`src/rtl/core/dts_pkg.sv`:
```
// Shared constants, codes and types for the depth-first topological sorter.
package dts_pkg;

    localparam int NODE_W        = 7;
    localparam int STAMP_W       = 8;
    localparam int OP_W          = 2;
    localparam int MAX_NODES_DEF = 64;
    localparam int MAX_EDGES_DEF = 1024;

    localparam logic [OP_W-1:0] OP_ADD   = 2'd0;
    localparam logic [OP_W-1:0] OP_RUN   = 2'd1;
    localparam logic [OP_W-1:0] OP_CLEAR = 2'd2;

    typedef enum logic [3:0] {
        S_IDLE,
        S_ADD,
        S_ROOT,
        S_LOAD,
        S_WALK,
        S_EDGE,
        S_POP,
        S_EMIT_RD,
        S_EMIT_NODE,
        S_EMIT_OUT
    } t_state;

endpackage

```
`src/rtl/core/dts_stamp_store.sv`:
```
// Per-node search results: visited marks, tree parent, discovery and finish stamps.
module dts_stamp_store import dts_pkg::*; #(
    parameter int MAX_NODES = MAX_NODES_DEF,
    parameter int NW = $clog2(MAX_NODES + 1)
) (
    input  logic               i_clk,
    input  logic               i_rst_n,
    input  logic               i_clear,
    input  logic [NW-1:0]      i_vq_addr,
    output logic               o_visited,
    input  logic               i_enter_en,
    input  logic [NW-1:0]      i_enter_addr,
    input  logic [NW-1:0]      i_enter_parent,
    input  logic [STAMP_W-1:0] i_enter_stamp,
    input  logic               i_fin_en,
    input  logic [NW-1:0]      i_fin_addr,
    input  logic [STAMP_W-1:0] i_fin_stamp,
    input  logic               i_rd_en,
    input  logic [NW-1:0]      i_rd_addr,
    output logic [NW-1:0]      o_parent,
    output logic [STAMP_W-1:0] o_disc,
    output logic [STAMP_W-1:0] o_fin
);

    logic [(1<<NW)-1:0]  r_visited;
    logic [NW-1:0]       r_parent [MAX_NODES+1];
    logic [STAMP_W-1:0]  r_disc [MAX_NODES+1];
    logic [STAMP_W-1:0]  r_fin [MAX_NODES+1];

    assign o_visited = r_visited[i_vq_addr];

    always_ff @(posedge i_clk) begin
        if (!i_rst_n) begin
            r_visited <= '0;
        end else if (i_clear) begin
            r_visited <= '0;
        end else if (i_enter_en) begin
            r_visited[i_enter_addr] <= 1'b1;
        end
    end

    always_ff @(posedge i_clk) begin
        if (i_enter_en) begin
            r_parent[i_enter_addr] <= i_enter_parent;
            r_disc[i_enter_addr]   <= i_enter_stamp;
        end
        if (i_fin_en) begin
            r_fin[i_fin_addr] <= i_fin_stamp;
        end
        if (i_rd_en) begin
            o_parent <= r_parent[i_rd_addr];
            o_disc   <= r_disc[i_rd_addr];
            o_fin    <= r_fin[i_rd_addr];
        end
    end

endmodule

```
`config.mk`:
```
export PLATFORM = sky130hd
export DESIGN_NAME = dts_stamp_store
export DESIGN_NICKNAME = d
export VERILOG_FILES = /design/src/rtl/core/dts_pkg.sv /design/src/rtl/core/dts_stamp_store.sv
export SDC_FILE = /design/constraint.sdc
export NUM_CORES = 2
export LEC_CHECK = 0
export BUFFER_PORTS_ARGS = -buffer_cell sky130_fd_sc_hd__buf_2
export CAP_MARGIN = 20
export CORE_MARGIN = 2
export CORE_UTILIZATION = 50
export CTS_CLUSTER_DIAMETER = 100
export DETAILED_ROUTE_END_ITERATION = 12
export GPL_TIMING_DRIVEN = 1
export HOLD_SLACK_MARGIN = 0.08
export PLACE_DENSITY = 0.66
export SETUP_SLACK_MARGIN = 0.5
export SYNTH_ARGS = -nofsm -noshare
export SYNTH_HDL_FRONTEND = slang
export SYNTH_SLANG_ARGS = --single-unit
```
`constraint.sdc`:
```
create_clock -name i_clk -period 3.48 [get_ports i_clk]
set_input_delay 0.348 -clock i_clk [delete_from_list [all_inputs] [get_ports i_clk]]
set_output_delay 0.348 -clock i_clk [all_outputs]
set_load 0.05 [all_outputs]
```
# After elaboration in Yosys (flattened, before gate mapping)
# Memories as Yosys holds them, arrays and structs flattened. A register that Yosys moved wholly into a read port is not among the register bits.
# Index checks and enable logic that the tools add are counted.
# W data, S select, Z words.
# totals
register_bits	128
latch_bits	0
ram_bits	1495
mem_bits_ro	0
inputBits	57
out_inout_bits	24
mem_count	3
# mem_list
memory	depth	word_bits	rd	rd_ports_with_merged_regs	wr	line	rtl
r_disc	65	8	1	1	1	dts_stamp_store.sv:27	logic [STAMP_W-1:0] r_disc [MAX_NODES+1];
r_fin	65	8	1	1	1	dts_stamp_store.sv:28	logic [STAMP_W-1:0] r_fin [MAX_NODES+1];
r_parent	65	7	1	1	1	dts_stamp_store.sv:26	logic [NW-1:0] r_parent [MAX_NODES+1];
# op_classes
n_addsub	0
n_mul	0
div	0
n_lt_le_gt_ge	3
eq_ne	0
shifts	0
n_mux	8
n_bitwise	2
n_reduce_logical	2
# ops
operator	count
$or A128 B128 Y128	1
$lt A7 B8 Y1 const B	2
$bmux W1 S7	1
$demux W1 S7	1
$ge A7 B1 Y1 const B	1
$mux W1	6
$reduce_or A2 Y1	1
$logic_and A1 B1 Y1	1
$not A1 Y1	1

# Longest topological paths before layout
# logic_depth
depth_word	5
ltp_mapped	10
depth_no_buf	5

# Least setup slack after synthesis
# No wires, ideal clock.
# synth_timing
path_kind	in2reg
from	in i_enter_addr[4]
to	mem r_disc[16][0] (enable)
t_arrival_ns	2.810
required_ns	3.051
path_slack_ns	0.241
stages	5
n_path_buf	2
path_cell_list	clkbuf_1 -> nand2_1 -> or4_1 -> clkbuf_1 -> nor4_1
# synth_rtl
item	line	rtl
start: declaration	dts_stamp_store.sv:12	input logic [NW-1:0] i_enter_addr,
end: declaration	dts_stamp_store.sv:27	
# No word-level cell before the write port.

# Final worst setup path
# layout_timing
from	reg r_visited[52]
to	out o_visited
# layout_via
elab_chain_cells	2
# layout_lines
item	line	rtl
start: declaration	dts_stamp_store.sv:25	logic [(1<<NW)-1:0] r_visited;
start signal: assignment	dts_stamp_store.sv:34	r_visited <= '0;
start signal: assignment	dts_stamp_store.sv:36	r_visited <= '0;
start signal: indexed assignment	dts_stamp_store.sv:38	r_visited[i_enter_addr] <= 1'b1;
$bmux W1 S7	dts_stamp_store.sv:30	assign o_visited = r_visited[i_vq_addr];
$mux W1 (not written as such)	dts_stamp_store.sv:30	
end: declaration	dts_stamp_store.sv:10	output logic o_visited,
# Every way passes these cells. The select of a mux whose other input is x is not followed.

==> run metrics <==
outcome finished, final reports clean; Worst Path Buf+Inv 1; # DRC 0; DIE AREA 129000 µm²; critical path class flop to primary output; Util after Layout 57.1%; Critical Path RT 3.13 ns; GR Util All Layers 23.6%; CTS H-Tree Depth 4; Synth Net Count 3195; gp weighted congestion ~0.87; commonest cells after routing, fill and taps aside edfxtp_1 (1518), mux4_2 (349), nor2_1 (304); delay-heaviest family, CP multiplexers; Non-Filler Instances ~5200; Layout Skew just over 0.03 ns; CP arrival between 2 and 3 ns; Mapped Area 63000 µm²; met2 usage a little under two fifths; RSZ-0062 raised after global routing yes; # IOs 81; TNS Setup 0 ns; dpl cells 4863; max-cap viol count 0; Starting Density approximately 50%; CP max stage cell or4_4; Yosys top cell by area edfxtp_1; top_reg_cell synth edfxtp_1; Clock Sinks ~1600; library cells used by synthesis 44; buffer count from post-CTS setup fixing 0; 1st-iter DRT viols approximately 4000; asr flop ratio synth 0%; root buffer selected by CTS clkbuf_16; chip width around 360 µm; most common cell after layout, fill and taps aside edfxtp_1; clk buf depth 3; CTS tree built; clk slew on worst S/H paths roughly 0.060 ns; worst path cell trace mux4_2 -> mux2_4 -> o221ai_2 -> a221oi_2 -> or4_4 -> buf_8; PortBufs 80; initial antenna violation count 10; count of state elements after synthesis about 1600; Leakage ~0.023 µW; Via Count around 32000; DRT Wirelength ~150000 µm; final setup violating endpoints 0; Synth-to-Final Area Change 13.7%; global routing's busiest layer met2; Layout Nets around 3500; first-pass GRT wire length ~220000 µm; Slew HR approximately a quarter; post-DP HPWL slightly above 90000 µm; fmax a little over 0.3 GHz; row count between 100 and 150; Crit. End Element primary output; period utilization ~94%; vias in the first global route about 32000; met1 usage around 33%; Final Hold Fails 0; Avg Cell Area, Syn approximately 20 µm²; pre-CTS setup slack between 0.2 and 0.3 ns; chip height between 300 and 400 µm; reg-to-reg slack, setup approximately 1.1 ns; Cell Pwr Density approximately 560 nW/µm²; power consumption just over 40000 µW; core area ~130000 µm²; critical path launch point type flop; share of cells above drive strength 1 29.3%; HP Class input port to flop; Detailed Routing Iterations Pass 1 6; Clk Latency, worst-skew pair roughly 0.77 ns; CP Max Fanout 2; number of synthesized flops with an enable pin 1518; total CTS buffers 163; yosys warns 0; final worst slack between 0.2 and 0.25 ns; top-area cell type share of the netlist area 72.3%; Vias/cell around 6; part of the Yosys area used for sequential elements between 70% and 80%; Max Slew Vio Count 0; CP peak stage delay 0.59 ns; Max VDD drop approximately 0.00047 V; synthesized instance count around 3100; Tmin final approximately 3.3 ns; wire length per cell 29.3 µm; largest net degree at the start of global routing about 110; ranking of synthesized cells by area edfxtp_1 (72%), mux4_2 (12%), dfxtp_1 (4.1%), mux2_2 (3.4%), nor2_1 (1.8%); GRT overflow 0; worst slew pin tran 1.12 ns; DRT antenna net count 0; met3 GRT Util 4.26%
where the power goes:
group	internal [µW]	leakage [µW]	switching (µW)	total, µW
Clock	9450	0.00244	7030	16500
Sequential	21700	0.0147	56.2	21700
Combinational	755	0.00559	1240	1990
worst register-to-register path: cells and delay by family, from the launching register on:
kind,cells,cell delay (ns)
AO/OA/AOI/OAI,3,1.03
buffers and inverters,1,0.23
flip-flops,1,0.36
multiplexers,1,0.47
AND/OR/NAND/NOR,1,0.08
cells in the mapped netlist, types with 4 or more instances:
cell and instances:
a21oi_1 63, a221o_1 23, a221oi_1 4, a22o_1 23, a22oi_1 23, buf_1 19
buf_2 42, clkbuf_1 107, dfxtp_1 128, edfxtp_1 1518, mux2_2 188, mux4_1 7
mux4_2 347, nand2_1 47, nand2b_1 12, nand3_1 35, nand4_1 4, nor2_1 309
nor2b_1 12, nor3_1 51, o21a_1 16, o221ai_1 7, o22ai_1 96, o31ai_1 23
or2_2 4
registers in the layout, indices dropped and copies added (netlist names):
register and cells:
r_disc 520, r_fin 520, r_parent 455, r_visited 128
o_disc 8, o_fin 8, o_parent 7
metrics by stage:
stage                     area [µm²]  hold WS [ns]
after floorplan                63100         0.428
after global placement         66400         0.441
after detailed placement       66400         0.453
after CTS                      71400        0.0821
after global routing           71700         0.134
final                          71700         0.127
kinds of logic after synthesis:
group                  share of synthesized area (%)
DFF                                             76.4
and+or+nand+nor                                 3.33
AOI/OAI and AO/OA                               3.09
muxes                                           16.0
buffers and inverters                           1.16
final cells by class:
type / instances / area [µm²]
multi-input combinational: 1317 / 14200
sequential: 1646 / 48100
fill: 9031 / 53700
timing repair buffer: 262 / 2200
antenna: 5 / 12.5
clock buffer: 217 / 4490
tap: 1650 / 2060
clock inverter: 70 / 490
inverter: 3 / 11.3
layer usage:
layer	part of all wire [%]	vias to the layer above	wire (µm)
met5	0.032	-	49
met4	2.8	8	4300
met3	8.2	241	12400
met2	49	1431	73500
met1	40	16800	61200
li1	-	13400	-
final timing paths:
kind | start | end | cells after the start
max | r_visited[52] | o_visited | 6
min | i_enter_stamp[3] | r_disc[37][3] | 1
max reg2reg | r_disc[7][7] | o_disc[7] | 6
min reg2reg | r_visited[38] | r_visited[38] | 2
repair_timing:
| item | CTS | global route |
|---|---|---|
| pin swaps | 2 | 1 |
| endpoints found under the hold margin | 16 | 80 |
| gates resized for setup | 13 | 1 |
| setup endpoints to repair | 1 | 1 |
| hold buffers | 1 | 6 |
Note: power is estimated with default switching activity, not from simulation.
